## config.mk

```make
export PLATFORM = sky130hd
export DESIGN_NAME = quorum_node_status_machine_top_flat
export DESIGN_NICKNAME = d
export VERILOG_FILES = /design/src/rtl/qnsm_pkg.sv /design/src/rtl/qnsm_if.sv /design/src/rtl/qnsm_ram.sv /design/src/rtl/qnsm_count.sv /design/src/rtl/quorum_node_status_machine_top.sv /design/src/flat_wrapper.sv
export SDC_FILE = /design/constraint.sdc
export NUM_CORES = 1
export LEC_CHECK = 0
export BUFFER_PORTS_ARGS = -buffer_cell sky130_fd_sc_hd__buf_2
export CAP_MARGIN = 10
export CORE_UTILIZATION = 51
export CTS_CLUSTER_DIAMETER = 80
export CTS_CLUSTER_SIZE = 30
export DETAILED_ROUTE_END_ITERATION = 16
export GPL_TIMING_DRIVEN = 0
export PLACE_DENSITY = 0.75
export SYNTH_ARGS = -nofsm -noshare
export SYNTH_HDL_FRONTEND = slang
export SYNTH_HIERARCHICAL = 1
export SYNTH_SLANG_ARGS = --single-unit
```

## constraint.sdc

```tcl
create_clock -name clk -period 9.5 [get_ports clk]
set_input_delay 1.9 -clock clk [delete_from_list [all_inputs] [get_ports clk]]
set_output_delay 1.9 -clock clk [all_outputs]
set_load 0.01 [all_outputs]
```

## src/rtl/qnsm_pkg.sv

```systemverilog
`timescale 1ns / 1ps

package qnsm_pkg;

  localparam int NODE_SLOTS = 16;
  localparam int NODE_ID_W  = 5;
  localparam int IDX_W      = $clog2(NODE_SLOTS);
  localparam int CNT_W      = $clog2(NODE_SLOTS + 1);
  localparam int TL_W       = 32;
  localparam int MASK_OUT_W = 16;
  localparam int REQ_W      = 2;
  localparam int EV_W       = 4;
  localparam int CFG_IDX_W  = 3;
  localparam int CFG_DATA_W = 16;

  typedef logic [NODE_SLOTS-1:0] mask_t;

  typedef enum logic [1:0] {
    ST_DISABLED  = 2'd0,
    ST_RECOVERY  = 2'd1,
    ST_RECOVERED = 2'd2,
    ST_ONLINE    = 2'd3
  } status_t;

  localparam logic [REQ_W-1:0] REQ_NEIGHBOR   = 2'd0;
  localparam logic [REQ_W-1:0] REQ_SELF       = 2'd1;
  localparam logic [REQ_W-1:0] REQ_CONNECT    = 2'd2;
  localparam logic [REQ_W-1:0] REQ_DISCONNECT = 2'd3;

  localparam logic [EV_W-1:0] NEV_CLIQUE_DIS   = 4'd0;
  localparam logic [EV_W-1:0] NEV_RX_START     = 4'd1;
  localparam logic [EV_W-1:0] NEV_TX_RECOVERY  = 4'd2;
  localparam logic [EV_W-1:0] NEV_TX_RECOVERED = 4'd3;
  localparam logic [EV_W-1:0] NEV_CAUGHT_UP    = 4'd4;

  localparam logic [EV_W-1:0] SEV_CLIQUE_DIS   = 4'd1;
  localparam logic [EV_W-1:0] SEV_RECOV_FIN_A  = 4'd6;
  localparam logic [EV_W-1:0] SEV_RECOV_FIN_B  = 4'd7;

  localparam logic [CFG_IDX_W-1:0] REG_NODES_IN_USE  = 3'd0;
  localparam logic [CFG_IDX_W-1:0] REG_SELF_ID       = 3'd1;
  localparam logic [CFG_IDX_W-1:0] REG_MAJOR_NODE    = 3'd2;
  localparam logic [CFG_IDX_W-1:0] REG_REFEREE_GRANT = 3'd3;
  localparam logic [CFG_IDX_W-1:0] REG_CLIQUE_MASK   = 3'd4;
  localparam logic [CFG_IDX_W-1:0] REG_STOPPED_MASK  = 3'd5;

endpackage

```

## src/rtl/qnsm_if.sv

```systemverilog
`timescale 1ns / 1ps

interface qnsm_in_if;
  logic                             valid;
  logic                             ready;
  logic [qnsm_pkg::REQ_W-1:0]       req_type;
  logic [qnsm_pkg::NODE_ID_W-1:0]   node_id;
  logic [qnsm_pkg::EV_W-1:0]        event_code;

  modport source (output valid, output req_type, output node_id, output event_code,
                  input ready);
  modport sink (input valid, input req_type, input node_id, input event_code,
                output ready);
endinterface

interface qnsm_out_if;
  logic                              valid;
  logic                              ready;
  logic [1:0]                        node_status;
  logic                              status_changed;
  logic [qnsm_pkg::MASK_OUT_W-1:0]   disabled_nodes;
  logic [qnsm_pkg::MASK_OUT_W-1:0]   unreachable_nodes;
  logic [qnsm_pkg::MASK_OUT_W-1:0]   receiver_nodes;
  logic [qnsm_pkg::MASK_OUT_W-1:0]   sender_nodes;
  logic [qnsm_pkg::TL_W-1:0]         restart_count;
  logic [qnsm_pkg::TL_W-1:0]         node_timeline;

  modport source (output valid, output node_status, output status_changed,
                  output disabled_nodes, output unreachable_nodes, output receiver_nodes,
                  output sender_nodes, output restart_count, output node_timeline,
                  input ready);
  modport sink (input valid, input node_status, input status_changed,
                input disabled_nodes, input unreachable_nodes, input receiver_nodes,
                input sender_nodes, input restart_count, input node_timeline,
                output ready);
endinterface

```

## src/rtl/qnsm_ram.sv

```systemverilog
`timescale 1ns / 1ps

module qnsm_ram #(
  parameter int WIDTH = 32,
  parameter int DEPTH = 16
) (
  input  logic                     clk,
  input  logic                     we,
  input  logic [$clog2(DEPTH)-1:0] waddr,
  input  logic [WIDTH-1:0]         wdata,
  input  logic [$clog2(DEPTH)-1:0] raddr,
  output logic [WIDTH-1:0]         rdata
);

  logic [WIDTH-1:0] mem [DEPTH];

  always_ff @(posedge clk) begin
    if (we) begin
      mem[waddr] <= wdata;
    end
    rdata <= mem[raddr];
  end

endmodule

```

## src/rtl/qnsm_count.sv

```systemverilog
`timescale 1ns / 1ps

module qnsm_count (
  input  qnsm_pkg::mask_t                mask,
  input  qnsm_pkg::mask_t                span,
  output logic [qnsm_pkg::CNT_W-1:0]     ones
);

  qnsm_pkg::mask_t live;

  assign live = mask & span;

  always_comb begin
    ones = '0;
    for (int i = 0; i < qnsm_pkg::NODE_SLOTS; i++) begin
      ones = ones + qnsm_pkg::CNT_W'(live[i]);
    end
  end

endmodule

```

## src/rtl/quorum_node_status_machine_top.sv

```systemverilog
`timescale 1ns / 1ps

// Membership status of one cluster node. Each accepted word (neighbor event, self event,
// link up, link down) first updates the node masks, then the majority check runs up to
// four chained passes. In each pass the shared popcount unit counts one mask (lost links,
// disabled, receivers, senders) per cycle, then a decide step moves the status.
// Bumping a node timeline is a read-modify-write on the timeline RAM (one read port, one
// write port), done at most twice per word. A link-down of a node already unreachable
// skips the check and goes straight to the result load; otherwise the passes and
// any timeline bumps run first; the load waits while the previous result is unread.
// in_ready returns as the result is loaded, and the result register lets the next word in.
// The 16-entry timeline RAM carries a valid bit per entry, so no clearing pass is needed.
module quorum_node_status_machine_top (
  input  logic                              clk,
  input  logic                              rst_n,
  qnsm_in_if.sink                           in_ch,
  qnsm_out_if.source                        out_ch,
  input  logic                              cfg_we,
  input  logic [qnsm_pkg::CFG_IDX_W-1:0]    cfg_idx,
  input  logic [qnsm_pkg::CFG_DATA_W-1:0]   cfg_wdata
);

  typedef enum logic [7:0] {
    S_IDLE   = 8'b0000_0001,
    S_APPLY  = 8'b0000_0010,
    S_COUNT  = 8'b0000_0100,
    S_DECIDE = 8'b0000_1000,
    S_TL_RD  = 8'b0001_0000,
    S_TL_WR  = 8'b0010_0000,
    S_FIN_RD = 8'b0100_0000,
    S_FIN_LD = 8'b1000_0000
  } state_t;

  localparam int NW = qnsm_pkg::NODE_ID_W;
  localparam int CW = qnsm_pkg::CNT_W;

  function automatic qnsm_pkg::mask_t id_bit(input logic [NW-1:0] id);
    qnsm_pkg::mask_t m;
    m = '0;
    for (int i = 0; i < qnsm_pkg::NODE_SLOTS; i++) begin
      m[i] = (id == NW'(i + 1));
    end
    return m;
  endfunction

  function automatic logic id_ok(input logic [NW-1:0] id);
    return (id != '0) && ((NW + 1)'(id) <= (NW + 1)'(qnsm_pkg::NODE_SLOTS));
  endfunction

  function automatic logic [qnsm_pkg::IDX_W-1:0] id_idx(input logic [NW-1:0] id);
    logic [NW-1:0] d;
    d = id - NW'(1);
    return d[qnsm_pkg::IDX_W-1:0];
  endfunction

  function automatic qnsm_pkg::mask_t range_mask(input logic [NW-1:0] n);
    qnsm_pkg::mask_t m;
    for (int i = 0; i < qnsm_pkg::NODE_SLOTS; i++) begin
      m[i] = ((NW + 8)'(i) < (NW + 8)'(n));
    end
    return m;
  endfunction

  // configuration
  logic [NW-1:0]                       nodes_r;
  logic [NW-1:0]                       self_r;
  logic                                major_r;
  logic                                referee_r;
  logic [qnsm_pkg::CFG_DATA_W-1:0]     clique_r;
  logic [qnsm_pkg::CFG_DATA_W-1:0]     stopped_r;

  // sequencer and node state
  state_t                              state_r, state_nxt;
  logic [qnsm_pkg::REQ_W-1:0]          req_r, req_nxt;
  logic [NW-1:0]                       id_r, id_nxt;
  logic [qnsm_pkg::EV_W-1:0]           ev_r, ev_nxt;
  qnsm_pkg::status_t                   status_r, status_nxt;
  qnsm_pkg::status_t                   start_r, start_nxt;
  qnsm_pkg::mask_t                     dis_r, dis_nxt;
  qnsm_pkg::mask_t                     unr_r, unr_nxt;
  qnsm_pkg::mask_t                     rx_r, rx_nxt;
  qnsm_pkg::mask_t                     tx_r, tx_nxt;
  logic [qnsm_pkg::TL_W-1:0]           rcnt_r, rcnt_nxt;
  logic [1:0]                          cidx_r, cidx_nxt;
  logic [1:0]                          pass_r, pass_nxt;
  logic [CW-1:0]                       c_unr_r, c_unr_nxt;
  logic [CW-1:0]                       c_dis_r, c_dis_nxt;
  logic [CW-1:0]                       c_rx_r, c_rx_nxt;
  logic [CW-1:0]                       c_tx_r, c_tx_nxt;
  logic [qnsm_pkg::IDX_W-1:0]          tl_addr_r, tl_addr_nxt;
  logic                                tl_ret_r, tl_ret_nxt;
  qnsm_pkg::mask_t                     vld_r, vld_nxt;

  // result register
  logic                                out_valid_r, out_valid_nxt;
  logic [1:0]                          o_status_r, o_status_nxt;
  logic                                o_changed_r, o_changed_nxt;
  logic [qnsm_pkg::MASK_OUT_W-1:0]     o_dis_r, o_dis_nxt;
  logic [qnsm_pkg::MASK_OUT_W-1:0]     o_unr_r, o_unr_nxt;
  logic [qnsm_pkg::MASK_OUT_W-1:0]     o_rx_r, o_rx_nxt;
  logic [qnsm_pkg::MASK_OUT_W-1:0]     o_tx_r, o_tx_nxt;
  logic [qnsm_pkg::TL_W-1:0]           o_rcnt_r, o_rcnt_nxt;
  logic [qnsm_pkg::TL_W-1:0]           o_tl_r, o_tl_nxt;

  // datapath
  qnsm_pkg::mask_t                     b, sb, span, cnt_mask;
  logic [CW-1:0]                       cnt_ones;
  logic [CW-1:0]                       n_cnt, half, n_conn, n_en;
  logic                                ok, en_ok, rcvd_ok;
  logic                                ram_we;
  logic [qnsm_pkg::IDX_W-1:0]          ram_raddr;
  logic [qnsm_pkg::TL_W-1:0]           ram_rdata, tl_inc;
  logic                                do_dis, run;

  assign b    = id_bit(id_r);
  assign sb   = id_bit(self_r);
  assign span = range_mask(nodes_r);

  always_comb begin
    unique case (cidx_r)
      2'd0:    cnt_mask = unr_r;
      2'd1:    cnt_mask = dis_r;
      2'd2:    cnt_mask = rx_r;
      default: cnt_mask = tx_r;
    endcase
  end

  qnsm_count u_count (
    .mask (cnt_mask),
    .span (span),
    .ones (cnt_ones)
  );

  assign n_cnt  = ((NW + 1)'(nodes_r) > (NW + 1)'(qnsm_pkg::NODE_SLOTS)) ?
                  CW'(qnsm_pkg::NODE_SLOTS) : CW'(nodes_r);
  assign half   = n_cnt >> 1;
  assign n_conn = n_cnt - c_unr_r;
  assign n_en   = n_cnt - c_dis_r;

  always_comb begin
    logic base;
    base  = (n_conn > half) || ((n_conn == half) && (major_r || referee_r));
    ok    = base && ((|(qnsm_pkg::mask_t'(clique_r) & sb)) || referee_r)
                 && !(|(qnsm_pkg::mask_t'(stopped_r) & sb));
    en_ok = (n_en > half) || ((n_en == half) && referee_r);
    rcvd_ok = (({1'b0, c_rx_r} + (CW + 1)'(1)) == {1'b0, n_en})
           && (({1'b0, c_tx_r} + (CW + 1)'(1)) == {1'b0, n_en})
           && (n_en == n_conn);
  end

  assign ram_raddr = (state_r == S_TL_RD || state_r == S_TL_WR) ? tl_addr_r : id_idx(id_r);
  assign tl_inc    = (vld_r[tl_addr_r] ? ram_rdata : '0) + qnsm_pkg::TL_W'(1);

  qnsm_ram #(
    .WIDTH (qnsm_pkg::TL_W),
    .DEPTH (qnsm_pkg::NODE_SLOTS)
  ) u_tl_ram (
    .clk   (clk),
    .we    (ram_we),
    .waddr (tl_addr_r),
    .wdata (tl_inc),
    .raddr (ram_raddr),
    .rdata (ram_rdata)
  );

  always_comb begin
    state_nxt     = state_r;
    req_nxt       = req_r;
    id_nxt        = id_r;
    ev_nxt        = ev_r;
    status_nxt    = status_r;
    start_nxt     = start_r;
    dis_nxt       = dis_r;
    unr_nxt       = unr_r;
    rx_nxt        = rx_r;
    tx_nxt        = tx_r;
    rcnt_nxt      = rcnt_r;
    cidx_nxt      = cidx_r;
    pass_nxt      = pass_r;
    c_unr_nxt     = c_unr_r;
    c_dis_nxt     = c_dis_r;
    c_rx_nxt      = c_rx_r;
    c_tx_nxt      = c_tx_r;
    tl_addr_nxt   = tl_addr_r;
    tl_ret_nxt    = tl_ret_r;
    vld_nxt       = vld_r;
    out_valid_nxt = out_valid_r;
    o_status_nxt  = o_status_r;
    o_changed_nxt = o_changed_r;
    o_dis_nxt     = o_dis_r;
    o_unr_nxt     = o_unr_r;
    o_rx_nxt      = o_rx_r;
    o_tx_nxt      = o_tx_r;
    o_rcnt_nxt    = o_rcnt_r;
    o_tl_nxt      = o_tl_r;
    ram_we        = 1'b0;
    do_dis        = 1'b0;
    run           = 1'b1;

    if (out_valid_r && out_ch.ready) begin
      out_valid_nxt = 1'b0;
    end

    unique case (state_r)
      S_IDLE: begin
        if (in_ch.valid) begin
          req_nxt   = in_ch.req_type;
          id_nxt    = in_ch.node_id;
          ev_nxt    = in_ch.event_code;
          start_nxt = status_r;
          state_nxt = S_APPLY;
        end
      end

      S_APPLY: begin
        unique case (req_r)
          qnsm_pkg::REQ_NEIGHBOR: begin
            unique case (ev_r)
              qnsm_pkg::NEV_CLIQUE_DIS,
              qnsm_pkg::NEV_TX_RECOVERY:  do_dis = 1'b1;
              qnsm_pkg::NEV_RX_START:     rx_nxt = rx_r | b;
              qnsm_pkg::NEV_TX_RECOVERED: begin
                tx_nxt  = tx_r | b;
                dis_nxt = dis_r & ~b;
              end
              qnsm_pkg::NEV_CAUGHT_UP:    dis_nxt = dis_r & ~b;
              default: ;
            endcase
          end
          qnsm_pkg::REQ_SELF: begin
            if (ev_r == qnsm_pkg::SEV_CLIQUE_DIS) begin
              dis_nxt  = dis_r | sb;
              rcnt_nxt = rcnt_r + qnsm_pkg::TL_W'(1);
            end else if (ev_r == qnsm_pkg::SEV_RECOV_FIN_A ||
                         ev_r == qnsm_pkg::SEV_RECOV_FIN_B) begin
              dis_nxt  = dis_r & ~sb;
              rcnt_nxt = rcnt_r + qnsm_pkg::TL_W'(1);
            end
          end
          qnsm_pkg::REQ_CONNECT: unr_nxt = unr_r & ~b;
          default: begin
            // link already down: nothing to do, skip the check
            if (|(unr_r & b)) begin
              run = 1'b0;
            end else begin
              unr_nxt = unr_r | b;
              do_dis  = 1'b1;
            end
          end
        endcase

        if (do_dis && (|b) && !(|(dis_r & b))) begin
          dis_nxt     = dis_r | b;
          tl_addr_nxt = id_idx(id_r);
          tl_ret_nxt  = 1'b1;
          state_nxt   = S_TL_RD;
        end else if (run) begin
          cidx_nxt  = 2'd0;
          pass_nxt  = 2'd0;
          state_nxt = S_COUNT;
        end else begin
          state_nxt = S_FIN_RD;
        end
      end

      S_COUNT: begin
        unique case (cidx_r)
          2'd0:    c_unr_nxt = cnt_ones;
          2'd1:    c_dis_nxt = cnt_ones;
          2'd2:    c_rx_nxt  = cnt_ones;
          default: c_tx_nxt  = cnt_ones;
        endcase
        cidx_nxt = cidx_r + 2'd1;
        if (cidx_r == 2'd3) begin
          state_nxt = S_DECIDE;
        end
      end

      S_DECIDE: begin
        if (!ok || (status_r == qnsm_pkg::ST_ONLINE && !en_ok)) begin
          // drop to disabled and disable self
          if (status_r != qnsm_pkg::ST_DISABLED) begin
            rx_nxt     = '0;
            tx_nxt     = '0;
            rcnt_nxt   = rcnt_r + qnsm_pkg::TL_W'(1);
            status_nxt = qnsm_pkg::ST_DISABLED;
          end
          if ((|sb) && !(|(dis_r & sb))) begin
            dis_nxt     = dis_r | sb;
            tl_addr_nxt = id_idx(self_r);
            tl_ret_nxt  = 1'b0;
            state_nxt   = S_TL_RD;
          end else begin
            state_nxt = S_FIN_RD;
          end
        end else begin
          logic adv;
          adv = 1'b0;
          unique case (status_r)
            qnsm_pkg::ST_DISABLED: begin
              status_nxt = qnsm_pkg::ST_RECOVERY;
              adv        = 1'b1;
            end
            qnsm_pkg::ST_RECOVERY: begin
              if (!(|(dis_r & sb))) begin
                status_nxt = qnsm_pkg::ST_RECOVERED;
                adv        = 1'b1;
              end
            end
            qnsm_pkg::ST_RECOVERED: begin
              if (rcvd_ok) begin
                status_nxt = qnsm_pkg::ST_ONLINE;
                adv        = 1'b1;
              end
            end
            default: ;
          endcase
          if (adv && pass_r != 2'd3) begin
            pass_nxt  = pass_r + 2'd1;
            cidx_nxt  = 2'd0;
            state_nxt = S_COUNT;
          end else begin
            state_nxt = S_FIN_RD;
          end
        end
      end

      S_TL_RD: state_nxt = S_TL_WR;

      S_TL_WR: begin
        ram_we              = 1'b1;
        vld_nxt[tl_addr_r]  = 1'b1;
        if (tl_ret_r) begin
          cidx_nxt  = 2'd0;
          pass_nxt  = 2'd0;
          state_nxt = S_COUNT;
        end else begin
          state_nxt = S_FIN_RD;
        end
      end

      S_FIN_RD: state_nxt = S_FIN_LD;

      S_FIN_LD: begin
        // hold until the result register is free
        if (!out_valid_r || out_ch.ready) begin
          out_valid_nxt = 1'b1;
          o_status_nxt  = status_r;
          o_changed_nxt = (status_r != start_r);
          o_dis_nxt     = qnsm_pkg::MASK_OUT_W'(dis_r);
          o_unr_nxt     = qnsm_pkg::MASK_OUT_W'(unr_r);
          o_rx_nxt      = qnsm_pkg::MASK_OUT_W'(rx_r);
          o_tx_nxt      = qnsm_pkg::MASK_OUT_W'(tx_r);
          o_rcnt_nxt    = rcnt_r;
          o_tl_nxt      = (id_ok(id_r) && vld_r[id_idx(id_r)]) ? ram_rdata : '0;
          state_nxt     = S_IDLE;
        end
      end

      default: state_nxt = S_IDLE;
    endcase
  end

  always_ff @(posedge clk) begin
    if (!rst_n) begin
      nodes_r   <= NW'(3);
      self_r    <= NW'(1);
      major_r   <= 1'b0;
      referee_r <= 1'b0;
      clique_r  <= '1;
      stopped_r <= '0;
    end else if (cfg_we) begin
      unique case (cfg_idx)
        qnsm_pkg::REG_NODES_IN_USE:  nodes_r   <= cfg_wdata[NW-1:0];
        qnsm_pkg::REG_SELF_ID:       self_r    <= cfg_wdata[NW-1:0];
        qnsm_pkg::REG_MAJOR_NODE:    major_r   <= cfg_wdata[0];
        qnsm_pkg::REG_REFEREE_GRANT: referee_r <= cfg_wdata[0];
        qnsm_pkg::REG_CLIQUE_MASK:   clique_r  <= cfg_wdata;
        qnsm_pkg::REG_STOPPED_MASK:  stopped_r <= cfg_wdata;
        default: ;
      endcase
    end
  end

  always_ff @(posedge clk) begin
    if (!rst_n) begin
      state_r     <= S_IDLE;
      status_r    <= qnsm_pkg::ST_DISABLED;
      dis_r       <= '0;
      unr_r       <= '0;
      rx_r        <= '0;
      tx_r        <= '0;
      rcnt_r      <= '0;
      vld_r       <= '0;
      out_valid_r <= 1'b0;
    end else begin
      state_r     <= state_nxt;
      status_r    <= status_nxt;
      dis_r       <= dis_nxt;
      unr_r       <= unr_nxt;
      rx_r        <= rx_nxt;
      tx_r        <= tx_nxt;
      rcnt_r      <= rcnt_nxt;
      vld_r       <= vld_nxt;
      out_valid_r <= out_valid_nxt;
    end
  end

  always_ff @(posedge clk) begin
    req_r       <= req_nxt;
    id_r        <= id_nxt;
    ev_r        <= ev_nxt;
    start_r     <= start_nxt;
    cidx_r      <= cidx_nxt;
    pass_r      <= pass_nxt;
    c_unr_r     <= c_unr_nxt;
    c_dis_r     <= c_dis_nxt;
    c_rx_r      <= c_rx_nxt;
    c_tx_r      <= c_tx_nxt;
    tl_addr_r   <= tl_addr_nxt;
    tl_ret_r    <= tl_ret_nxt;
    o_status_r  <= o_status_nxt;
    o_changed_r <= o_changed_nxt;
    o_dis_r     <= o_dis_nxt;
    o_unr_r     <= o_unr_nxt;
    o_rx_r      <= o_rx_nxt;
    o_tx_r      <= o_tx_nxt;
    o_rcnt_r    <= o_rcnt_nxt;
    o_tl_r      <= o_tl_nxt;
  end

  assign in_ch.ready              = (state_r == S_IDLE);
  assign out_ch.valid             = out_valid_r;
  assign out_ch.node_status       = o_status_r;
  assign out_ch.status_changed    = o_changed_r;
  assign out_ch.disabled_nodes    = o_dis_r;
  assign out_ch.unreachable_nodes = o_unr_r;
  assign out_ch.receiver_nodes    = o_rx_r;
  assign out_ch.sender_nodes      = o_tx_r;
  assign out_ch.restart_count     = o_rcnt_r;
  assign out_ch.node_timeline     = o_tl_r;

endmodule

```

## src/flat_wrapper.sv

```systemverilog
// flat-port wrapper written by rule: the top's interface ports become plain ports
module quorum_node_status_machine_top_flat 
  (clk, rst_n, cfg_we, cfg_idx, cfg_wdata, in_ch_valid, in_ch_req_type, in_ch_node_id, in_ch_event_code, in_ch_ready, out_ch_valid, out_ch_node_status, out_ch_status_changed, out_ch_disabled_nodes, out_ch_unreachable_nodes, out_ch_receiver_nodes, out_ch_sender_nodes, out_ch_restart_count, out_ch_node_timeline, out_ch_ready);
  qnsm_in_if in_ch_i ();
  qnsm_out_if out_ch_i ();
  input  logic clk;
  input  logic rst_n;
  input  logic cfg_we;
  input  logic [qnsm_pkg::CFG_IDX_W-1:0] cfg_idx;
  input  logic [qnsm_pkg::CFG_DATA_W-1:0] cfg_wdata;
  input wire logic [$bits(in_ch_i.valid)-1:0] in_ch_valid;
  input wire logic [$bits(in_ch_i.req_type)-1:0] in_ch_req_type;
  input wire logic [$bits(in_ch_i.node_id)-1:0] in_ch_node_id;
  input wire logic [$bits(in_ch_i.event_code)-1:0] in_ch_event_code;
  output wire logic [$bits(in_ch_i.ready)-1:0] in_ch_ready;
  output wire logic [$bits(out_ch_i.valid)-1:0] out_ch_valid;
  output wire logic [$bits(out_ch_i.node_status)-1:0] out_ch_node_status;
  output wire logic [$bits(out_ch_i.status_changed)-1:0] out_ch_status_changed;
  output wire logic [$bits(out_ch_i.disabled_nodes)-1:0] out_ch_disabled_nodes;
  output wire logic [$bits(out_ch_i.unreachable_nodes)-1:0] out_ch_unreachable_nodes;
  output wire logic [$bits(out_ch_i.receiver_nodes)-1:0] out_ch_receiver_nodes;
  output wire logic [$bits(out_ch_i.sender_nodes)-1:0] out_ch_sender_nodes;
  output wire logic [$bits(out_ch_i.restart_count)-1:0] out_ch_restart_count;
  output wire logic [$bits(out_ch_i.node_timeline)-1:0] out_ch_node_timeline;
  input wire logic [$bits(out_ch_i.ready)-1:0] out_ch_ready;
  assign in_ch_i.valid = in_ch_valid;
  assign in_ch_i.req_type = in_ch_req_type;
  assign in_ch_i.node_id = in_ch_node_id;
  assign in_ch_i.event_code = in_ch_event_code;
  assign in_ch_ready = in_ch_i.ready;
  assign out_ch_valid = out_ch_i.valid;
  assign out_ch_node_status = out_ch_i.node_status;
  assign out_ch_status_changed = out_ch_i.status_changed;
  assign out_ch_disabled_nodes = out_ch_i.disabled_nodes;
  assign out_ch_unreachable_nodes = out_ch_i.unreachable_nodes;
  assign out_ch_receiver_nodes = out_ch_i.receiver_nodes;
  assign out_ch_sender_nodes = out_ch_i.sender_nodes;
  assign out_ch_restart_count = out_ch_i.restart_count;
  assign out_ch_node_timeline = out_ch_i.node_timeline;
  assign out_ch_i.ready = out_ch_ready;
  quorum_node_status_machine_top u_core (.clk(clk), .rst_n(rst_n), .in_ch(in_ch_i), .out_ch(out_ch_i), .cfg_we(cfg_we), .cfg_idx(cfg_idx), .cfg_wdata(cfg_wdata));
endmodule
```

# Word level (Yosys, flattened, before mapping)
# Memory sizes are Yosys's and may differ from the RTL's. A register that Yosys moved wholly into a read port is not among the register bits.
# Cells that the tools add are included.
# totals
reg_bits	340
ram_bits	512
inputBits	35
out_inout_bits	133
mem_count	1
# classes
n_addsub	25
n_lt_le_gt_ge	23
n_eq_ne	90
muxes	83
bitwise	19
n_reduce_logical	75
# memory_table
memory	depth	word_bits	rd	rd_ports_with_merged_regs	write_ports	line_no	source
u_core.u_tl_ram.mem	16	32	1	1	1	qnsm_ram.sv:15	logic [WIDTH-1:0] mem [DEPTH];
# ops
op	count
$mux 16	13
$mux 32	6
$pmux 16 s2	5
$and 16x16->16	9
$reduce_or 16->1	7
$or 16x16->16	6
$eq 5x4->1 const B	16
$add 32x1->32 const B	2
$pmux 32 s2	1
$pmux 8 s8	1
$add 5x1->5	11
$pmux 16 s3	1
$eq 5x3->1 const B	8
$lt 4x5->1 const A	8
$mux 8	5
$not 16->16	2
$mux 7	4
$reduce_and 2->1	12
$mux 2	11
$mux 1	21
$eq 5x2->1 const B	4
$lt 3x5->1 const A	4
$ne 2x1->1 const B	10
$reduce_and 5->1	4
67 further kinds	144

# Depth between registers and ports, before layout
# Gate-level depths: netlist of the first run.
# depth
depth_word	18
depth_mapped	19

# By module
# Netlist of the first run, hierarchy kept.
# by_module_without_submodules
mod	n_inst	cells_per_inst	area_per_inst_um2	seq_area_each_um2
qnsm_ram	1	838	19854.0	16015.4
quorum_node_status_machine_top	1	1641	16472.0	8538.2
qnsm_count	1	49	437.9	0.0

# Least setup slack after synthesis of the first run
# Ideal clock, no wire load.
# synth_timing
path_type	input-to-reg
startpoint	input out_ch_ready
endpoint	register u_core.o_dis_r, in the netlist u_core/out_ch.disabled_nodes[0], enable pin
setup_time_ns	0.638
arrival_time_ns	7.803
setup_slack_ns	1.059
path_stages	2
n_path_buf	0
cell_sequence	nand2b_1 nor2b_1
# synth_between
elab_chain_len	2
# synth_rtl
element	line_no	source
start: declaration	flat_wrapper.sv:25	input wire logic [$bits(out_ch_i.ready)-1:0] out_ch_ready;
$logic_or 1x1->1	quorum_node_status_machine_top.sv:346	if (!out_valid_r || out_ch.ready) begin
$reduce_and 2->1 (no source line)	--	
end signal: assignment	quorum_node_status_machine_top.sv:424	o_dis_r <= o_dis_nxt;
end: declaration	quorum_node_status_machine_top.sv:98	logic [qnsm_pkg::MASK_OUT_W-1:0] o_dis_r, o_dis_nxt;
# No other way between the ends.
# A chain may end at the register's enable or synchronous reset.

# Worst setup path in the final report of the first run
# layout_timing
startpoint	register u_core.cidx_r[0]
endpoint	register u_core.c_unr_r[2] (data pin)
# layout_between
elab_cells_between_ends	20
cone_classes	add/sub (15); eq/ne (2); mux (1); bitwise (1); reduce/logical (1)
# layout_rtl
element	line_no	source
start: declaration	quorum_node_status_machine_top.sv:84	logic [1:0] cidx_r, cidx_nxt;
start signal: assignment	quorum_node_status_machine_top.sv:414	cidx_r <= cidx_nxt;
$eq 2x2->1, or another cell as far along	quorum_node_status_machine_top.sv:120	unique case (cidx_r)
$pmux 16 s3 *	quorum_node_status_machine_top.sv:120	
via u_core.cnt_mask[7]	quorum_node_status_machine_top.sv:106	qnsm_pkg::mask_t b, sb, span, cnt_mask;
$and 16x16->16 *	qnsm_count.sv:11	assign live = mask & span;
$add 5x1->5 * (9 in a row)	qnsm_count.sv:16	ones = ones + qnsm_pkg::CNT_W'(live[i]);
via u_core.cnt_ones[2]	quorum_node_status_machine_top.sv:107	logic [CW-1:0] cnt_ones;
end signal: assignment	quorum_node_status_machine_top.sv:416	c_unr_r <= c_unr_nxt;
end: declaration	quorum_node_status_machine_top.sv:86	logic [CW-1:0] c_unr_r, c_unr_nxt;
# Mark *: on every way through the listed nets, which the timed path passes. The rest lies on a longest branch.

==> results.sh, run 1 <==
export IMPL_cp_start_kind="flop"
export IMPL_p_leak_uw=0.0139
export IMPL_critPathSlowestCell="clkbuf_1"
export IMPL_worst_slew_margin_rel_pct=26.1
export IMPL_drc=0
export IMPL_routed_wl_met3_um=8120
export IMPL_die_w_um=270
export IMPL_yosysTopAreaCell="edfxtp_1"
export IMPL_seq_area_frac_synth_pct=66.8
export IMPL_clock_skew_ps=54.5
export IMPL_final_layout_size_suffix_gt1_share_pct=17.5
export IMPL_finalWorstPathRequiredPeriod_ps=6150
export IMPL_wire_per_inst_um=25.9
export IMPL_clk_pin_slew_ps=100
export IMPL_grt_pass1_wl_um=144000
export IMPL_crit_type="flop to flop"
export IMPL_rsz0062_at_grt="no"
export IMPL_post_cts_resized=0
export IMPL_fillers=5566
export IMPL_track_usage_pct=26.3
export IMPL_syn_inst=2528
export IMPL_routed_wl_um=97000
export IMPL_ios=168
export IMPL_synth_edf_count=685
export IMPL_port_buffers=166
export IMPL_hpwl_um=67200
export IMPL_gp_congestion=0.925
export IMPL_htreeDepth=2
export IMPL_wl_met2_um=47100
export IMPL_clock_sinks=884
export IMPL_layout_common_cells="685 x edfxtp_1, 237 x nand2_1, 199 x dfxtp_1, 181 x buf_2, 154 x nor2_1"
export IMPL_postCtsSetupBuffers=0
export IMPL_crit_path_max_fanout=10
export IMPL_hold_viol=0
export IMPL_core_area_mm2=0.0714
export IMPL_status="finished clean"
export IMPL_die_area_mm2=0.0732
export IMPL_die_y_um=270
export IMPL_setup_violations=0
export IMPL_path_common_cell="fa_1"
export IMPL_fmaxAchievable_mhz=163
export IMPL_root_buffer="clkbuf_16"
export IMPL_synth_area_leaders="edfxtp_1 56%, dfxtp_1 11%, mux4_2 8.5%"
export IMPL_fin_crit_sh_pct=64.8
export IMPL_clock_path_buffers=3
export IMPL_worst_slew_pin_slew_ps=1100
export IMPL_drt_iter0_drc=2644
export IMPL_initial_core_util_pct=51.5
export IMPL_yosys_warnings=6
export IMPL_cap_violations=0
export IMPL_ys_flop_type="edfxtp_1"
export IMPL_num_rows=98
export IMPL_syn_area_per_cell_um2=14.5
export IMPL_grt_max_degree=41
export IMPL_p_per_area_mw_per_mm2=169
export IMPL_crit_arrival_ps=6470
export IMPL_overflow=0
export IMPL_crit_chain="ha_1 > clkbuf_1 > clkbuf_1 > mux2i_1 > nand2_1 > fa_1 > fa_1 > fa_1 > fa_1 > inv_1 > ha_1 > inv_1 > fa_1 > xnor2_1"
export IMPL_vias_per_cell=6.21
export IMPL_routed_via_count=23300
export IMPL_hp_class="flop to flop"
export IMPL_clock_latency_ps=640
export IMPL_synthArstFlopShare_pct=0
export IMPL_slowest_delay_ps=750
export IMPL_fin_tns_setup_ps=0
export IMPL_syn_nets=2621
export IMPL_synth_top_area_share_pct=56.0
export IMPL_hold_buffers=0
export IMPL_syn_area_mm2=0.0368
export IMPL_critPathCaptureType="flop"
export IMPL_place_area_mm2=0.0394
export IMPL_cts_made_buffers=40
export IMPL_cp_num_buf_inv=4
export IMPL_yosysUniqueCellTypes=81
export IMPL_tritoncts="done"
export IMPL_antenna_left=0
export IMPL_crit_family="adder cells"
export IMPL_top_layer="met4"
export IMPL_final_common_cell="edfxtp_1"
export IMPL_ir_drop_v=0.000171
export IMPL_drv_slew=0
export IMPL_synth_seq_cells=884
export IMPL_critPathRequiredTime_ps=9810
export IMPL_n_antenna_cell=0
export IMPL_grt_pass1_vias=22800
export IMPL_wl_met1_um=38700
export IMPL_nNetsFinal=2859
export IMPL_firstDrtPassIters=7
export IMPL_antenna_found_initial=1
export IMPL_fin_area_mm2=0.0407
export IMPL_area_delta_synth_final_pct=10.8
==> Yosys cell counts (6+ instances only) <==
master,count
a222oi_1,18
and2_1,25
o21ai_0,71
buf_1,15
a211oi_1,7
buf_2,15
fa_1,12
nand3_1,46
buf_4,12
nand4_1,21
nand2b_1,27
nand2_1,237
o21a_1,21
xor2_1,20
nor3_1,34
edfxtp_1,685
and4_1,10
a32o_1,14
a32oi_1,7
ha_1,46
mux2i_1,43
nor3b_1,10
nor2_1,166
and3_1,14
or3_1,12
dfxtp_1,199
nor4b_1,6
inv_1,100
xnor2_1,43
a31oi_1,54
mux4_2,138
or2_2,9
mux2_2,11
nand3b_1,12
a21oi_1,84
clkbuf_1,96
a22oi_1,69
o221a_2,15
nor2b_1,16
==> worst paths after layout <==
| kind | start | to | slack (ps) | cells past startpoint |
|---|---|---|---|---|
| worst max-delay path | u_core/cidx_r[0]$_SDFFCE_PN0P_ | u_core/c_unr_r[2]$_DFFE_PP_ | 3350 | 14 |
| worst max register to register | u_core/cidx_r[0]$_SDFFCE_PN0P_ | u_core/c_unr_r[2]$_DFFE_PP_ | 3350 | 14 |
| worst min-delay path | u_core/rcnt_r[3]$_SDFFE_PN0P_ | u_core/out_ch.restart_count[3]$_DFFE_PP_ | 440 | 0 |
| worst min register to register | u_core/rcnt_r[3]$_SDFFE_PN0P_ | u_core/out_ch.restart_count[3]$_DFFE_PP_ | 440 | 0 |
==> kinds of logic after synthesis <==
kind of cell | count (synthesis) | synth area share [%]
AO/OA/AOI/OAI | 415 | 8.00
XOR/XNOR | 63 | 1.50
adder cells (fa/ha/maj) | 58 | 2.22
buffers and inverters | 244 | 2.73
flip-flops | 884 | 66.8
multiplexers | 192 | 9.96
AND/OR/NAND/NOR | 672 | 8.80
==> cell type report <==
type,instances,area (um2),share of cell area (%)
clock buffer,56,1060,2.60
tap,950,1190,2.92
timing repair buffer,196,1320,3.25
clock inverter,18,289,0.709
buffer,141,616,1.51
sequential,884,24600,60.3
multi-input combinational,1400,11300,27.8
inverter,103,387,0.949
==> through the flow <==
| stage | setup WS (ps) | hold WS, ps | util (%) | cells | power, uW |
|---|---|---|---|---|---|
| 3_5_place_dp | 3430 | 418 | 55.2 | 3673 | 4800 |
| 4_1_cts | 3370 | 442 | 57.1 | 3747 | 6900 |
| 3_3_place_gp | -1230 | 419 | 54.3 | 3644 | 4780 |
| 2_1_floorplan | 1060 | 406 | - | 2528 | 4620 |
| 5_1_grt | 3150 | 461 | 57.1 | 3748 | 7070 |
| 6_report | 3350 | 438 | 57.1 | 3748 | 6870 |
==> registers in the layout, indices dropped and copies added, names as in the netlist, 32 cells and up, named ones only <==
signal	count
u_core/rcnt_r	32
u_core/out_ch.node_timeline	32
u_core/u_tl_ram/rdata	32
u_core/out_ch.restart_count	32
u_core/u_tl_ram/mem	512
==> worst reg2reg max path: cells and delay by family (launching register included) <==
family                   cells  cell delay, ps
XOR/XNOR                     1             530
adder cells (fa/ha/maj)      7            2750
buffers and inverters        4            1550
AND/OR/NAND/NOR              1             130
flip-flops                   1             410
multiplexers                 1             460
==> where the power goes <==
part | total, uW | internal (uW) | switching (uW)
clock network | 2150 | 900 | 1250
logic | 499 | 179 | 320
registers | 4220 | 4180 | 44.5
==> metal layers <==
metal,up-vias,global-route usage (%)
li1,10100,-
met3,197,3.71
met4,0,8.44
met1,11700,35.8
met2,1244,43.7
met5,-,0
Note: power is estimated with default switching activity, not from simulation.
==> run 2: changes to the inputs <==
- clock period: 9.5 -> 6.4 ns (I/O delays scaled with it)
==> run 2 against run 1 <==
Critical endpoint is now u_core/c_tx_r[2]$_DFFE_PP_. First-iteration DRC count shrank 0.95%. Sequential share of layout area shrank 0.10 points. Total power grew 49%. Register-to-register slack lost 3000 ps. Largest cell class unchanged. Global-route usage shrank 0.61 points. Critical path depth grew 1. Cell area grew 0.17%. Count of clock-buffer cells in the layout is the same. Largest power group unchanged. Sequential cell count is the same.
==> results.sh, run 2 (synthesis gave the netlist of run 1 again) <==
export IMPL_firstDrtPassIters=5
export IMPL_hold_viol=0
export IMPL_post_cts_resized=0
export IMPL_hold_slack_ps=458
export IMPL_p_leak_uw=0.0140
export IMPL_grt_pass1_wl_um=142000
export IMPL_cp_start_kind="flop"
export IMPL_clock_path_buffers=3
export IMPL_die_y_um=270
export IMPL_clock_skew_ps=59.5
export IMPL_wire_per_inst_um=25.2
export IMPL_final_common_cell="edfxtp_1"
export IMPL_die_w_um=270
export IMPL_p_per_area_mw_per_mm2=250
export IMPL_switchingPower_uw=2430
export IMPL_path_common_cell="fa_1"
export IMPL_comb_power_share_pct=7.2
export IMPL_p_sw_share_pct=23.8
export IMPL_overflow=0
export IMPL_fin_area_mm2=0.0408
export IMPL_fin_cells=3750
export IMPL_largest_reg_flops=512
export IMPL_hp_class="flop to flop"
export IMPL_routed_via_count=23200
export IMPL_num_rows=98
export IMPL_layout_common_cells="685 x edfxtp_1, 237 x nand2_1, 199 x dfxtp_1, 181 x buf_2, 154 x nor2_1"
export IMPL_crit_family="adder cells"
export IMPL_vias_per_cell=6.18
export IMPL_area_delta_synth_final_pct=11.0
export IMPL_cts_made_buffers=41
export IMPL_rsz0062_at_grt="no"
export IMPL_grt_pass1_vias=22800
export IMPL_htreeDepth=2
export IMPL_status="finished clean"
export IMPL_ios=168
export IMPL_clk_pin_slew_ps=110
export IMPL_crit_chain="ha_1 > clkbuf_1 > clkbuf_1 > mux2i_1 > and2_1 > fa_1 > fa_1 > inv_1 > fa_1 > fa_1 > inv_1 > ha_1 > inv_1 > fa_1 > xnor2_1"
export IMPL_top_register="u_core/u_tl_ram/mem"
export IMPL_fin_tns_setup_ps=0
export IMPL_antenna_left=0
export IMPL_drc=0
export IMPL_postCtsSetupBuffers=0
export IMPL_critPathCaptureType="flop"
export IMPL_slowest_delay_ps=720
export IMPL_crit_arrival_ps=6420
export IMPL_root_buffer="clkbuf_16"
export IMPL_worst_slew_pin_slew_ps=1220
export IMPL_port_buffers=166
export IMPL_nNetsFinal=2861
export IMPL_hpwl_um=65900
export IMPL_place_inst=3675
export IMPL_internal_power_uw=7780
export IMPL_place_area_mm2=0.0394
export IMPL_clock_sinks=884
export IMPL_clock_latency_ps=650
export IMPL_track_usage_pct=25.7
export IMPL_routed_wl_um=94600
export IMPL_initial_core_util_pct=51.5
export IMPL_r2r_setup_slack_ps=340
export IMPL_grt_max_degree=42
export IMPL_crit_type="flop to flop"
export IMPL_final_layout_size_suffix_gt1_share_pct=17.6
export IMPL_seqPwrFrac_pct=61.4
export IMPL_drt_iter0_drc=2619
export IMPL_antenna_found_initial=0
export IMPL_drv_slew=0
export IMPL_critPathRequiredTime_ps=6760
export IMPL_clkPwrFrac_pct=31.4
export IMPL_die_area_mm2=0.0732
export IMPL_setup_violations=0
export IMPL_ir_drop_v=0.000256
export IMPL_cp_num_buf_inv=5
export IMPL_finalWorstPathRequiredPeriod_ps=6060
export IMPL_n_antenna_cell=0
export IMPL_critPathSlowestCell="clkbuf_1"
export IMPL_crit_path_max_fanout=10
export IMPL_fin_crit_sh_pct=94.7
export IMPL_tritoncts="done"
export IMPL_fmaxAchievable_mhz=165
export IMPL_worst_slew_margin_rel_pct=18.2
export IMPL_hold_buffers=0
export IMPL_cap_violations=0
export IMPL_gp_congestion=0.925
export IMPL_core_area_mm2=0.0714
==> run 2: worst register-to-register path: cells and delay by family, from the launching register on <==
kind	cells	cell delay [ps]
muxes	1	450
and+or+nand+nor	1	200
adders and majority gates	7	2680
DFF	1	430
xor gates and xnor gates	1	450
buffers and inverters	5	1590
==> run 2: per-stage QoR <==
step	worst slack, ps	power (uW)	util [%]
final	341	10200	57.2
after global routing	107	10500	57.2
after floorplan	1120	6860	-
after global placement	-669	7100	54.3
after CTS	455	10200	57.2
after detailed placement	527	7120	55.2
==> run 2: path summary, 6_finish.rpt <==
path / from / end / depth (start not counted)
min: u_core/stopped_r[12]$_SDFFE_PN0P_ / u_core/stopped_r[12]$_SDFFE_PN0P_ / 2
max: u_core/cidx_r[0]$_SDFFCE_PN0P_ / u_core/c_tx_r[2]$_DFFE_PP_ / 15
max reg2reg: u_core/cidx_r[0]$_SDFFCE_PN0P_ / u_core/c_tx_r[2]$_DFFE_PP_ / 15
min reg2reg: u_core/stopped_r[12]$_SDFFE_PN0P_ / u_core/stopped_r[12]$_SDFFE_PN0P_ / 2
==> run 2: layout make-up <==
cell class                 instances  area, um2
buffer                           141        616
clock buffer                      56       1090
clock inverter                    19        307
fill                            5618      30600
inverter                         103        387
multi-input combinational       1400      11300
sequential                       884      24600
tap                              950       1190
timing repair buffer             197       1340
==> run 2: routing by layer <==
layer / vias to the layer above / wire [um] / GRT usage, %
met5: - / 0 / 0
met4: 0 / 3370 / 9.49
met3: 208 / 7400 / 3.66
met2: 1163 / 45800 / 42.4
met1: 11700 / 38100 / 34.7
li1: 10100 / - / -
==> run 2: power by group through the flow <==
stage	registers [uW]	logic, uW	clock network, uW
floorplan	6370	492	0
global placement	6400	703	0
detailed placement	6400	720	0
CTS	6270	725	3260
global route	6280	783	3450
finish	6270	730	3210
==> run 3: changes to the inputs <==
- CTS_BUF_LIST: unset -> sky130_fd_sc_hd__clkbuf_16
==> run 3 against run 2 <==
Fmax is 0.31% higher. Clock skew is 1.0 ps lower. Die area stayed put. Sequential share of layout area hardly changed. Hold slack worse by 0.65 ps. Critical path depth stayed put. Sequential cell count stayed put. Largest power group unchanged.
==> results.sh, run 3 (synthesis gave the netlist of run 1 again) <==
export IMPL_p_sw_share_pct=23.9
export IMPL_nNetsFinal=2861
export IMPL_cap_violations=0
export IMPL_crit_path_max_fanout=10
export IMPL_cp_num_buf_inv=5
export IMPL_p_total_uw=10200
export IMPL_track_usage_pct=25.7
export IMPL_grt_pass1_wl_um=142000
export IMPL_drc=0
export IMPL_clock_sinks=884
export IMPL_wire_per_inst_um=25.2
export IMPL_path_common_cell="fa_1"
export IMPL_clkPwrFrac_pct=31.2
export IMPL_rsz0062_at_grt="no"
export IMPL_fmaxAchievable_mhz=166
export IMPL_critPathCaptureType="flop"
export IMPL_vias_per_cell=6.14
export IMPL_routed_via_count=23000
export IMPL_hold_viol=0
export IMPL_crit_family="adder cells"
export IMPL_routed_wl_um=94500
export IMPL_core_area_mm2=0.0714
export IMPL_cts_made_buffers=41
export IMPL_worstRegToRegCells=15
export IMPL_drv_slew=0
export IMPL_hp_class="flop to flop"
export IMPL_cp_endpoint="u_core/c_dis_r[2]$_DFFE_PP_"
export IMPL_critPathSlowestCell="clkbuf_1"
export IMPL_finalWorstPathRequiredPeriod_ps=6040
export IMPL_comb_power_share_pct=7.2
export IMPL_clk_pin_slew_ps=110
export IMPL_cp_depth=15
export IMPL_timing_rr_end="u_core/c_dis_r[2]$_DFFE_PP_"
export IMPL_drt_iter0_drc=2560
export IMPL_layout_common_cells="685 x edfxtp_1, 237 x nand2_1, 199 x dfxtp_1, 181 x buf_2, 154 x nor2_1"
export IMPL_switchingPower_uw=2430
export IMPL_die_w_um=270
export IMPL_place_area_mm2=0.0394
export IMPL_setup_violations=0
export IMPL_crit_chain="ha_1 > clkbuf_1 > clkbuf_1 > mux2i_1 > and2_1 > fa_1 > fa_1 > inv_1 > fa_1 > fa_1 > inv_1 > ha_1 > inv_1 > fa_1 > xnor2_1"
export IMPL_final_common_cell="edfxtp_1"
export IMPL_antenna_found_initial=0
export IMPL_crit_type="flop to flop"
export IMPL_clock_latency_ps=650
export IMPL_htreeDepth=2
export IMPL_clock_skew_ps=58.4
export IMPL_critPathLaunch="u_core/cidx_r[0]$_SDFFCE_PN0P_"
export IMPL_cp_start_kind="flop"
export IMPL_place_inst=3675
export IMPL_ir_drop_v=0.000254
export IMPL_postCtsSetupBuffers=0
export IMPL_slowest_delay_ps=710
export IMPL_fin_cells=3750
export IMPL_whs_path_depth=2
export IMPL_seqPwrFrac_pct=61.6
export IMPL_num_rows=98
export IMPL_critPathRequiredTime_ps=6750
export IMPL_crit_arrival_ps=6390
export IMPL_overflow=0
export IMPL_final_layout_size_suffix_gt1_share_pct=17.6
export IMPL_grt_max_degree=42
export IMPL_p_leak_uw=0.0140
export IMPL_hold_buffers=0
export IMPL_fillers=5619
export IMPL_die_y_um=270
export IMPL_root_buffer="clkbuf_16"
export IMPL_largest_reg_flops=512
export IMPL_n_antenna_cell=0
export IMPL_worst_slew_margin_rel_pct=20.3
export IMPL_antenna_left=0
export IMPL_layout_setup_ws_ps=360
export IMPL_grt_pass1_vias=22800
export IMPL_firstDrtPassIters=8
export IMPL_area_delta_synth_final_pct=11.0
export IMPL_fin_area_mm2=0.0408
export IMPL_r2r_start="u_core/cidx_r[0]$_SDFFCE_PN0P_"
export IMPL_post_cts_resized=0
export IMPL_p_per_area_mw_per_mm2=249
export IMPL_hpwl_um=65900
export IMPL_r2r_setup_slack_ps=360
export IMPL_clock_path_buffers=3
export IMPL_status="finished clean"
export IMPL_ios=168
export IMPL_worst_slew_pin_slew_ps=1190
export IMPL_top_register="u_core/u_tl_ram/mem"
export IMPL_hold_slack_ps=457
export IMPL_gp_congestion=0.925
export IMPL_die_area_mm2=0.0732
export IMPL_tritoncts="done"
export IMPL_initial_core_util_pct=51.5
export IMPL_post_place_ws_ps=527
export IMPL_internal_power_uw=7750
export IMPL_fin_crit_sh_pct=94.4
export IMPL_port_buffers=166
run 3: cell count changes in the layout (fill, tap and decap cells not counted), sizes merged:
cell / delta
clkbuf: -15
inv: +14
clkinv: +1
run 3: layout make-up:
cell class / instances / area (um2) / share of cell area, %
buffer: 141 / 616 / 1.51
clock buffer: 41 / 1030 / 2.51
clock inverter: 34 / 363 / 0.889
inverter: 103 / 387 / 0.948
multi-input combinational: 1400 / 11300 / 27.8
sequential: 884 / 24600 / 60.2
tap: 950 / 1190 / 2.91
timing repair buffer: 197 / 1340 / 3.29
run 3: worst min-delay path by stage:
stage / from / to
finish: u_core/stopped_r[12]$_SDFFE_PN0P_ / u_core/stopped_r[12]$_SDFFE_PN0P_
global route: u_core/stopped_r[5]$_SDFFE_PN0P_ / u_core/stopped_r[5]$_SDFFE_PN0P_
CTS: u_core/rcnt_r[3]$_SDFFE_PN0P_ / u_core/out_ch.restart_count[3]$_DFFE_PP_
detailed placement: u_core/rcnt_r[3]$_SDFFE_PN0P_ / u_core/out_ch.restart_count[3]$_DFFE_PP_
global placement: u_core/rcnt_r[3]$_SDFFE_PN0P_ / u_core/out_ch.restart_count[3]$_DFFE_PP_
floorplan: u_core/rcnt_r[3]$_SDFFE_PN0P_ / u_core/out_ch.restart_count[3]$_DFFE_PP_
run 3: power groups by stage:
stage | Clock (uW) | Sequential, uW | Combinational (uW)
floorplan | 0 | 6370 | 492
global placement | 0 | 6400 | 703
detailed placement | 0 | 6400 | 720
CTS | 3220 | 6270 | 725
global route | 3420 | 6280 | 783
finish | 3170 | 6270 | 731
run 3: metrics by stage:
stage | utilization [%] | TNS, ps
after global routing | 57.2 | 0
after floorplan | - | 0
final | 57.2 | 0
after CTS | 57.2 | 0
after global placement | 54.3 | -91630
after detailed placement | 55.2 | 0
run 3: worst min-delay path, cell delays in order (launching register included):
cell	delay [ps]
dfxtp_1	320
nand2_1	50
a21oi_1	50
run 3: per-layer routing:
layer / vias up / track usage (%) / routed length (um)
met5: - / 0 / 0
met4: 0 / 9.49 / 3380
met3: 201 / 3.66 / 7510
met2: 1113 / 42.4 / 45600
met1: 11600 / 34.7 / 38000
li1: 10100 / - / -
